--- config.mk ---
export PLATFORM = sky130hd
export DESIGN_NAME = ptmb_acc
export DESIGN_NICKNAME = d
export VERILOG_FILES = /design/src/rtl/ptmb_pkg.sv /design/src/rtl/ptmb_acc.sv
export VERILOG_INCLUDE_DIRS = /design/src /design/src/rtl
export SDC_FILE = /design/constraint.sdc
export NUM_CORES = 1
export LEC_CHECK = 0
export BUFFER_PORTS_ARGS = -buffer_cell sky130_fd_sc_hd__buf_2
export CAP_MARGIN = 15
export CORE_UTILIZATION = 51
export DETAILED_ROUTE_END_ITERATION = 16
export MAX_ROUTING_LAYER = met4
export PLACE_DENSITY = 0.75
export SLEW_MARGIN = 15
export SYNTH_ARGS = -nofsm -noshare
export SYNTH_HDL_FRONTEND = slang
export SYNTH_SLANG_ARGS = --single-unit
--- constraint.sdc ---
create_clock -name i_clk -period 2.9 [get_ports i_clk]
set_input_delay 0.58 -clock i_clk [delete_from_list [all_inputs] [get_ports i_clk]]
set_output_delay 0.58 -clock i_clk [all_outputs]
set_load 0.1 [all_outputs]
--- src/rtl/palette_texture_mipmap_builder_core_assert.svh ---
// assertion macros shared by the mip chain builder rtl
`ifndef PALETTE_TEXTURE_MIPMAP_BUILDER_CORE_ASSERT_SVH
`define PALETTE_TEXTURE_MIPMAP_BUILDER_CORE_ASSERT_SVH

// consequent must hold in the same cycle as the antecedent
`define PTMB_ASSERT_NOW(label, clk, rst_n, ante, cons) \
    label: assert property (@(posedge clk) disable iff (!rst_n) (ante) |-> (cons)) \
        else $error("ptmb assertion failed");

// consequent must hold in the cycle after the antecedent
`define PTMB_ASSERT_NEXT(label, clk, rst_n, ante, cons) \
    label: assert property (@(posedge clk) disable iff (!rst_n) (ante) |=> (cons)) \
        else $error("ptmb assertion failed");

`endif

--- src/rtl/ptmb_pkg.sv ---
// shared constants, codes and types of the mip chain builder
`timescale 1ns / 1ps
package ptmb_pkg;

    localparam int MAX_SIZE_LOG2 = 8;
    localparam int PALETTE_DEPTH = 256;
    localparam int STORE_DEPTH   = ((1 << (2 * (MAX_SIZE_LOG2 + 1))) - 1) / 3;

    localparam int PAL_AW = (PALETTE_DEPTH > 1) ? $clog2(PALETTE_DEPTH) : 1;
    localparam int ST_AW  = $clog2(STORE_DEPTH);
    localparam int LG_W   = 4;
    localparam int ADDR_W = 17;
    localparam int EXT_W  = (ADDR_W > 2 * MAX_SIZE_LOG2 + 2) ? ADDR_W : 2 * MAX_SIZE_LOG2 + 2;
    localparam int XY_W   = MAX_SIZE_LOG2;

    // input tdata layout
    localparam int IN_DATA_W = 96;
    localparam int OFF_ADDR  = 0;
    localparam int OFF_IDX   = 17;
    localparam int OFF_RED   = 25;
    localparam int OFF_GREEN = 33;
    localparam int OFF_BLUE  = 41;
    localparam int OFF_ALPHA = 49;
    localparam int OFF_DIR   = 57;

    // item kinds
    localparam logic [1:0] KIND_PAL   = 2'd0;
    localparam logic [1:0] KIND_PIX   = 2'd1;
    localparam logic [1:0] KIND_BUILD = 2'd2;
    localparam logic [1:0] KIND_READ  = 2'd3;

    // source modes
    localparam logic [1:0] MODE_KEYED  = 2'd0;
    localparam logic [1:0] MODE_ALPHA  = 2'd1;
    localparam logic [1:0] MODE_DIRECT = 2'd2;

    // configuration register indexes
    localparam int CFG_IDX_W  = 2;
    localparam int CFG_DATA_W = 4;
    localparam logic [CFG_IDX_W-1:0] CFG_SIZE_LOG2   = 2'd0;
    localparam logic [CFG_IDX_W-1:0] CFG_SOURCE_MODE = 2'd1;
    localparam logic [CFG_IDX_W-1:0] CFG_MIPMAP_EN   = 2'd2;

    typedef struct packed {
        logic clr;
        logic add;
    } t_acc_ctl;

    // word count of a full chain for base edge 2**lg: binary 0101..01
    function automatic logic [EXT_W-1:0] chain_words(input logic [LG_W-1:0] lg);
        logic [EXT_W-1:0] res;
        res = '0;
        for (int i = 0; i <= MAX_SIZE_LOG2; i++) begin
            if (i <= int'(lg)) begin
                res[2 * i] = 1'b1;
            end
        end
        return res;
    endfunction

endpackage

--- src/rtl/ptmb_acc.sv ---
// shared four-lane channel accumulator for the 2x2 box average
`timescale 1ns / 1ps
`include "palette_texture_mipmap_builder_core_assert.svh"
module ptmb_acc (
    input  logic              i_clk,
    input  logic              i_rst_n,
    input  ptmb_pkg::t_acc_ctl i_ctl,
    input  logic [31:0]       i_word,
    output logic [31:0]       o_avg
);
    import ptmb_pkg::*;

    localparam int ACC_W = 10;

    logic [ACC_W-1:0] r_acc [4];
    logic [ACC_W-1:0] sum   [4];

    // one adder per byte lane, reused for every tap of every block
    always_comb begin
        for (int k = 0; k < 4; k++) begin
            sum[k]         = r_acc[k] + ACC_W'(i_word[8 * k +: 8]);
            o_avg[8 * k +: 8] = sum[k][ACC_W-1:2];
        end
    end

    always_ff @(posedge i_clk) begin
        for (int k = 0; k < 4; k++) begin
            if (i_ctl.clr) begin
                r_acc[k] <= '0;
            end else if (i_ctl.add) begin
                r_acc[k] <= sum[k];
            end
        end
    end

    `PTMB_ASSERT_NOW(a_acc_ctl_excl, i_clk, i_rst_n, i_ctl.clr, !i_ctl.add)

endmodule

==> results of run 1 <==
-- per-layer routing --
layer  vias to the layer above  global-route usage [%]  share of wire (%)
li1                       1217                       -                  -
met1                      1167                   23.59                 44
met2                        67                   36.64                 52
met3                         6                   2.584                3.1
met4                         0                   6.607               0.91
met5                         -                       -                  0
-- report_power, final --
group	switching [uW]	leakage [uW]	total (uW)	internal, uW
registers	28.0	0.000441	735	707
clock network	204	0.0000453	368	164
logic	1270	0.00134	1920	649
-- repair_timing --
item                                    CTS  global route
pin swaps                                 3             6
endpoints found under the setup margin    3            11
resized for setup                        11            16
-- final cells by class --
cell class	count	area share, %
multi-input combinational	231	44.24
sequential	40	29.68
timing repair buffer	81	20.53
tap	75	2.318
clock buffer	5	1.700
inverter	13	1.206
clock inverter	3	0.3400
-- cell usage in the layout (no fill, tap or decap), types with 13 or more instances in the layout --
cell	count
buf_2	41
edfxtp_1	40
ha_1	30
and2_1	24
buf_12	24
xnor2_1	18
nor3_1	17
nor2_1	16
buf_4	15
nand2_1	14
a21oi_1	13
o21a_1	13
-- cells in the mapped netlist, types with 9 or more instances --
cell and number:
a21o_1 10, a21oi_1 17, and2_1 24, buf_4 32
edfxtp_1 40, ha_1 32, inv_1 13, nand2_1 14
nand2b_1 9, nor2_1 20, nor3_1 18, o21a_1 13
o21ai_0 11, xnor2_1 19
-- worst max-delay path: cells and delay by family, from the launching register on --
family | cells | cell delay [ns]
compound gates | 3 | 0.83
fa+ha+maj | 2 | 0.40
buf+inv | 2 | 0.24
flops | 1 | 0.40
simple gates | 2 | 0.19
-- through the flow --
step | power [uW] | cell area (sq um) | util (%) | cells | hold WS (ns)
final | 3019 | 4048 | 67.56 | 448 | 0.6511
after global routing | 3137 | 4048 | 67.56 | 448 | 0.6587
after CTS | 2992 | 3960 | 66.10 | 448 | 0.6529
after detailed placement | 2613 | 3855 | 64.35 | 440 | 0.6327
after global placement | 2583 | 3855 | 64.35 | 440 | 0.6256
after floorplan | 2185 | 3196 | - | 320 | 0.6094
-- cell families after synthesis --
kind of cell	synth area share [%]
simple gates	16.09
compound gates	14.21
buf+inv	9.514
flops	37.59
fa+ha+maj	15.04
xor+xnor	6.304
mux	1.253
-- path summary, 6_finish.rpt --
kind,depth (start not counted),to
worst max-delay path,9,o_avg[30]
worst max register to register,8,r_acc[3][8]
worst min register to register,2,r_acc[1][0]
worst min-delay path,2,r_acc[1][0]
==> flow_metrics.tcl, run 1 <==
set metrics [dict create \
    drc 0 \
    cts.path.max_buffers 2 \
    ant_nets 0 \
    drtIter0Drc 93 \
    area_delta_synth_final_pct 26.66 \
    cp_cell_sequence "ha_2 > inv_2 > fa_2 > nor2b_2 > o31a_1 > o41a_1 > o21a_1 > nor2_2 > buf_12" \
    reg_top3 "r_acc: 40 flops" \
    htree_num_levels 2 \
    postSynthAreaPerCell_sq_um 9.986 \
    grt_first_pass_wirelength_um 10060 \
    diodes 0 \
    cp_max_fo 3 \
    yosysWarnings 0 \
    hp-start "r_acc[1][0]" \
    fp.dieW_um 81.16 \
    postCtsSetupRepairBufs 0 \
    r2r_setup_slack_ns 0.78 \
    grt_pass1_vias 2385 \
    start_kind "register" \
    finalCriticalPeriod_ns 2.925 \
    clk_latency_ns 0.29 \
    crit_type "register to output port" \
    cts_buffers 5 \
    ys_ff_latch 40 \
    layout-drive-gt1-share_pct 31.10 \
    place_congestion 0.8397 \
    synth_edf_count 40 \
    nFillCells 464 \
    core_sq_mm 0.005991 \
    synthCells 320 \
    seq_area_sq_mm 0.001201 \
    end_kind "output port" \
    drv_cap 0 \
    die_area_sq_mm 0.006586 \
    hold_viol_final 0 \
    max-vdd-ir-drop_uv 502.5 \
    crit_required_ns 2.32 \
    relSlewSlack_pct 56.08 \
    skew_ns 0.006640 \
    ios 68 \
    min_period_over_period_pct 100.9 \
    track_usage_pct 20.46 \
    drt-total-wl_um 6515 \
    root_buffer "clkbuf_8" \
    setup_tns_ns -0.02884 \
    port_buffers 66 \
    multi_input_area_sq_mm 0.001790 \
    cts_tree "done" \
    regMostFlops "r_acc" \
    syn_nets 392 \
    slowest_stage "edfxtp_1" \
    cts.clk_slew.worst_paths_ns 0.08 \
    setup_viol 2 \
    yosys.area.top_type_share_pct 37.59 \
    r2r-start "r_acc[3][0]" \
    synth_cell_type_count 35 \
    rows 28 \
    vias_per_cell 5.484 \
    grt-ovfl-total 0 \
    violations "negative setup slack" \
    p_leak_uw 0.001825 \
    clock-sinks 40 \
    drt_pass1_iterations 4 \
    max_freq_mhz 341.9 \
    status "finished with violations" \
    crit_arrival_ns 2.35 \
    die_height_um 81.16 \
    setup_ws_ns -0.02512 \
    cpPeakStageDelay_ns 0.40 \
    num_vias 2457 \
    start_util_pct 53.34 \
    powerDensity_mw_per_mm2 745.9 \
    synthFlopType "edfxtp_1" \
    async_flop_share_pct 0 \
    place_hpwl_um 4735 \
    startpoint "r_acc[3][0]" \
    hp-class "register to register" \
    postCtsHoldBufs 0 \
    netlist_area_sq_mm 0.003196 \
    grt_antenna_before_repair 0 \
    grt_max_degree 41 \
    place_ws_ns -0.1308 \
    largest_reg_flops 40 \
    yosysTopAreaCell "edfxtp_1" \
    worst_pin_slew_ns 0.6587 \
    ys_seq_area_share_pct 37.59 \
    nets 444 \
    drv_slew 0 \
    yosys-top-cells-area "edfxtp_1 38%, ha_1 13%, buf_4 7.5%" \
    post_drt_wl_per_cell_um 14.54 \
    rsz0062_at_grt "true" \
]
Power figures use the tool's default switching activity.
==> inputs of run 2 (changes only) <==
CORE_MARGIN = 2   (was default)
==> run 2 against run 1 <==
Compared with the run above: hold slack gained 0.018 ns; first-iteration DRC count grew 22%; global-route usage shrank 1.8 points; combinational power is essentially flat; the run now ends clean; register-to-register slack lost 0.16 ns; final area grew 1.2%; highest routed layer unchanged; cell count grew 1.3%; flip-flop and latch count is the same; die area grew 5.0%; clock skew shrank 0.0027 ns.
==> flow_metrics.tcl, run 2 (same netlist as run 1, synthesis figures left out) <==
set metrics [dict create \
    worst_pin_slew_ns 0.6610 \
    largest_reg_flops 40 \
    post_drt_wl_per_cell_um 14.26 \
    r2r-start "r_acc[3][0]" \
    slowest_stage "edfxtp_1" \
    place_ws_ns -0.1442 \
    grt_max_degree 41 \
    p_leak_uw 0.001852 \
    mostFrequentLayoutCells "41 x buf_2, 40 x edfxtp_1, 29 x ha_1" \
    diodes 0 \
    ios 68 \
    fin_cells 454 \
    root_buffer "clkbuf_8" \
    cts.clk_slew.worst_paths_ns 0.08 \
    max-vdd-ir-drop_uv 482.0 \
    die_height_um 83.16 \
    finalCriticalPeriod_ns 2.895 \
    powerDensity_mw_per_mm2 733.9 \
    die_area_sq_mm 0.006915 \
    final_cell_area_sq_mm 0.004098 \
    cpPeakStageDelay_ns 0.38 \
    vias_per_cell 5.359 \
    hold_viol_final 0 \
    status "completed" \
    relSlewSlack_pct 55.84 \
    ant_nets 0 \
    seq_area_sq_mm 0.001201 \
    rsz0062_at_grt "true" \
    reg_top3 "r_acc: 40 flops" \
    drv_slew 0 \
    final_core_util_pct 68.40 \
    nets 450 \
    nFillCells 458 \
    htree_num_levels 2 \
    drv_cap 0 \
    grt_pass1_vias 2447 \
    start_kind "register" \
    core_sq_mm 0.005991 \
    clk_latency_ns 0.28 \
    whs_path_depth 2 \
    r2r_setup_slack_ns 0.62 \
    grt_antenna_before_repair 0 \
    place_hpwl_um 4736 \
    min_period_over_period_pct 99.84 \
    postCtsHoldBufs 0 \
    hold_ws_ns 0.6694 \
    cp_max_fo 2 \
    layout-drive-gt1-share_pct 32.19 \
    place_congestion 0.8588 \
    num_vias 2433 \
    skew_ns 0.003956 \
    cts_buffers 5 \
    clock-sinks 40 \
    max_freq_mhz 345.4 \
    setup_viol 0 \
    drtIter0Drc 113 \
    fp.dieW_um 83.16 \
    area_delta_synth_final_pct 28.23 \
    cp_cell_sequence "ha_2 > inv_2 > fa_2 > nor2b_2 > o31a_1 > o41a_1 > o21a_1 > nor2_2 > buf_12" \
    start_util_pct 53.34 \
    hp-class "register to register" \
    grt_first_pass_wirelength_um 10490 \
    cts_tree "done" \
    cts.path.max_buffers 2 \
    rows 28 \
    grt-ovfl-total 0 \
    track_usage_pct 18.67 \
    r2r_cells 11 \
    drc 0 \
    crit_type "register to output port" \
    crit_arrival_ns 2.32 \
    hp-start "r_acc[0][0]" \
    multi_input_area_sq_mm 0.001810 \
    place_inst 443 \
    crit_required_ns 2.32 \
    holdPathEnd "r_acc[0][0]" \
    drt_pass1_iterations 4 \
    port_buffers 66 \
    layout_commonest_cell "buf_2" \
    drt-total-wl_um 6474 \
    regMostFlops "r_acc" \
    setup_ws_ns 0.004727 \
    end_kind "output port" \
    placed_cell_area_sq_mm 0.003877 \
    rr_endpoint "r_acc[3][6]" \
]
[run 2: worst max-delay path by stage]
| stage | from | end | slack [ns] | depth (start not counted) |
|---|---|---|---|---|
| after global routing | r_acc[3][0] | o_avg[28] | -0.09 | 10 |
| after CTS | r_acc[3][0] | o_avg[30] | -0.02 | 9 |
| after global placement | i_word[24] | o_avg[30] | -0.07 | 10 |
| after floorplan | i_word[24] | o_avg[30] | 0.12 | 9 |
| after detailed placement | i_word[24] | o_avg[30] | -0.14 | 10 |
| final | r_acc[3][0] | o_avg[30] | 0.005 | 9 |
[run 2: worst max-delay path: cells and delay by family (launching register included)]
kind | cells | cell delay, ns
buf+inv | 2 | 0.25
simple gates | 2 | 0.19
fa+ha+maj | 2 | 0.40
flops | 1 | 0.38
compound gates | 3 | 0.80
[run 2: power breakdown]
part	switching [uW]	internal (uW)	leakage [uW]	total, uW
Combinational	1270	644	0.00137	1920
Clock	188	168	0.0000399	355
Sequential	27.4	707	0.000441	734
[run 2: cell type report]
type,count,area share [%]
Timing Repair Buffer,87,21.07
Clock inverter,1,0.09160
Tap cell,75,2.290
Multi-Input combinational cell,231,44.18
Sequential cell,40,29.31
Clock buffer,7,1.863
Inverter,13,1.191
[run 2: stage by stage]
stage               power (uW)  TNS (ns)
floorplan                 2185         0
global placement          2590   -0.1485
detailed placement        2618   -0.3145
CTS                       2992  -0.02222
global route              3130   -0.2883
finish                    3007         0
[run 2: repair_timing]
action / CTS / global route
pin swaps: 5 / 12
resized for setup: 9 / 19
setup buffers: 2 / 1
setup endpoints to repair: 4 / 12
[run 2: per-layer routing]
metal  vias up  part of all wire (%)  global-route usage (%)
met2        59                    52                   32.55
met5         -                     0                       -
li1       1236                     -                       -
met1      1131                    44                   22.15
met3         7                   3.3                   3.181
met4         0                  0.91                   5.514
==> inputs of run 3 (changes only) <==
CELL_PAD_IN_SITES_DETAIL_PLACEMENT = 1   (was default)
CELL_PAD_IN_SITES_GLOBAL_PLACEMENT = 1   (was default)
CORE_UTILIZATION = 42   (was 51)
PLACE_DENSITY = default   (was 0.75)
PLACE_DENSITY_LB_ADDON = 0.1   (was default)
SETUP_SLACK_MARGIN = 0.15   (was default)
==> run 3 against run 2 <==
Compared with the run above: the run now ends with negative setup slack left; count of clock-buffer cells in the layout down 2; clock power up 5.9%; final area up 10%.
==> flow_metrics.tcl, run 3 (same netlist as run 1, synthesis figures left out) <==
set metrics [dict create \
    final_core_util_pct 61.87 \
    end_kind "output port" \
    rsz0062_at_grt "true" \
    vias_per_cell 5.160 \
    hp-start "r_acc[2][0]" \
    crit_type "register to output port" \
    die_height_um 91.23 \
    drt-total-wl_um 7635 \
    diodes 0 \
    ios 68 \
    r2r-start "r_acc[2][0]" \
    drv_slew 0 \
    top_layer "met4" \
    cts.clk_slew.worst_paths_ns 0.09 \
    p_leak_uw 0.001979 \
    start_util_pct 43.82 \
    layout-drive-gt1-share_pct 42.82 \
    die_area_sq_mm 0.008322 \
    met1_length_um 3139 \
    final_cell_area_sq_mm 0.004512 \
    drc 0 \
    post_drt_wl_per_cell_um 15.61 \
    ant_nets 0 \
    cts_buffers 5 \
    startpoint "r_acc[3][0]" \
    reg_top3 "r_acc: 40 flops" \
    cts_tree "done" \
    dr_wl_met2_um 4151 \
    crit_required_ns 2.32 \
    setup_viol 1 \
    port_buffers 66 \
    grt_antenna_before_repair 0 \
    worst_pin_slew_ns 0.6512 \
    nFillCells 807 \
    setup_tns_ns -0.001553 \
    postCtsHoldBufs 0 \
    min_period_over_period_pct 100.1 \
    fp.dieW_um 91.23 \
    track_usage_pct 18.27 \
    placed_cell_area_sq_mm 0.003875 \
    area_delta_synth_final_pct 41.19 \
    status "finished with violations" \
    grt_max_degree 41 \
    grt_first_pass_wirelength_um 11930 \
    mostFrequentLayoutCells "40 x buf_2, 40 x edfxtp_1, 31 x buf_4" \
    nets 461 \
    finalCriticalPeriod_ns 2.902 \
    num_vias 2523 \
    setup_ws_ns -0.001553 \
    clk_latency_ns 0.29 \
    place_congestion 0.7940 \
    cp_max_fo 2 \
    drtIter0Drc 46 \
    max_freq_mhz 344.6 \
    root_buffer "clkbuf_8" \
    cts.path.max_buffers 2 \
    core_sq_mm 0.007292 \
    rows 31 \
    relSlewSlack_pct 56.58 \
    fin_cells 489 \
    regMostFlops "r_acc" \
    powerDensity_mw_per_mm2 707.4 \
    hp-class "register to register" \
    clock-sinks 40 \
    hold_viol_final 0 \
    drt_pass1_iterations 4 \
    place_inst 464 \
    skew_ns 0.005074 \
    finalPower_uw 3192 \
    htree_num_levels 2 \
    place_hpwl_um 5026 \
    grt-ovfl-total 0 \
    routed-wl-met3_um 237 \
    violations "negative setup slack" \
    start_kind "register" \
    crit_arrival_ns 2.32 \
    max-vdd-ir-drop_uv 487.2 \
    drv_cap 0 \
    grt_pass1_vias 2634 \
    largest_reg_flops 40 \
]
[run 3: final timing paths]
check                              endpoint  slack, ns  cells after the start
worst max-delay path              o_avg[30]     -0.002                      9
worst min register to register  r_acc[2][0]       0.68                      2
worst max register to register  r_acc[2][6]       0.73                     10
worst min-delay path            r_acc[2][0]       0.68                      2
[run 3: layer usage]
metal / track usage [%] / vias to the layer above
li1: - / 1250
met1: 20.22 / 1212
met2: 34.81 / 48
met3: 2.905 / 13
met4: 3.157 / 0
met5: - / -
[run 3: power breakdown]
group	internal (uW)	leakage (uW)	switching, uW
Sequential	707	0.000441	31.9
Clock	164	0.0000453	212
Combinational	768	0.00149	1310
Total	1640	0.00198	1550
[run 3: worst max-delay path: stages, from the launching register on]
cell,delay [ns]
edfxtp_1,0.38
ha_2,0.20
inv_2,0.06
fa_2,0.19
nor2b_2,0.05
o31a_1,0.26
o41a_1,0.36
o21a_1,0.21
nor2_2,0.13
buf_12,0.19
[run 3: final cells by class]
type,instances,area (sq um),area share [%]
Clock buffer,5,68.82,1.525
Clock inverter,3,13.76,0.3050
Inverter,13,51.30,1.137
Multi-Input combinational cell,231,2038,45.17
Sequential cell,40,1201,26.62
Tap cell,99,123.9,2.745
Timing Repair Buffer,98,1015,22.49
[run 3: what timing repair did]
action,CTS,global route
buffers inserted,9,8
pin swaps,16,34
setup endpoints to repair,15,18
gates resized for setup,44,34
[run 3: metrics by stage]
stage                     setup slack [ns]  hold WS (ns)
after CTS                         0.004689        0.6779
after global routing               -0.1157        0.7203
after floorplan                     0.1511        0.6094
after global placement            -0.08231        0.6250
after detailed placement          -0.09602        0.6276
final                            -0.001553        0.6829
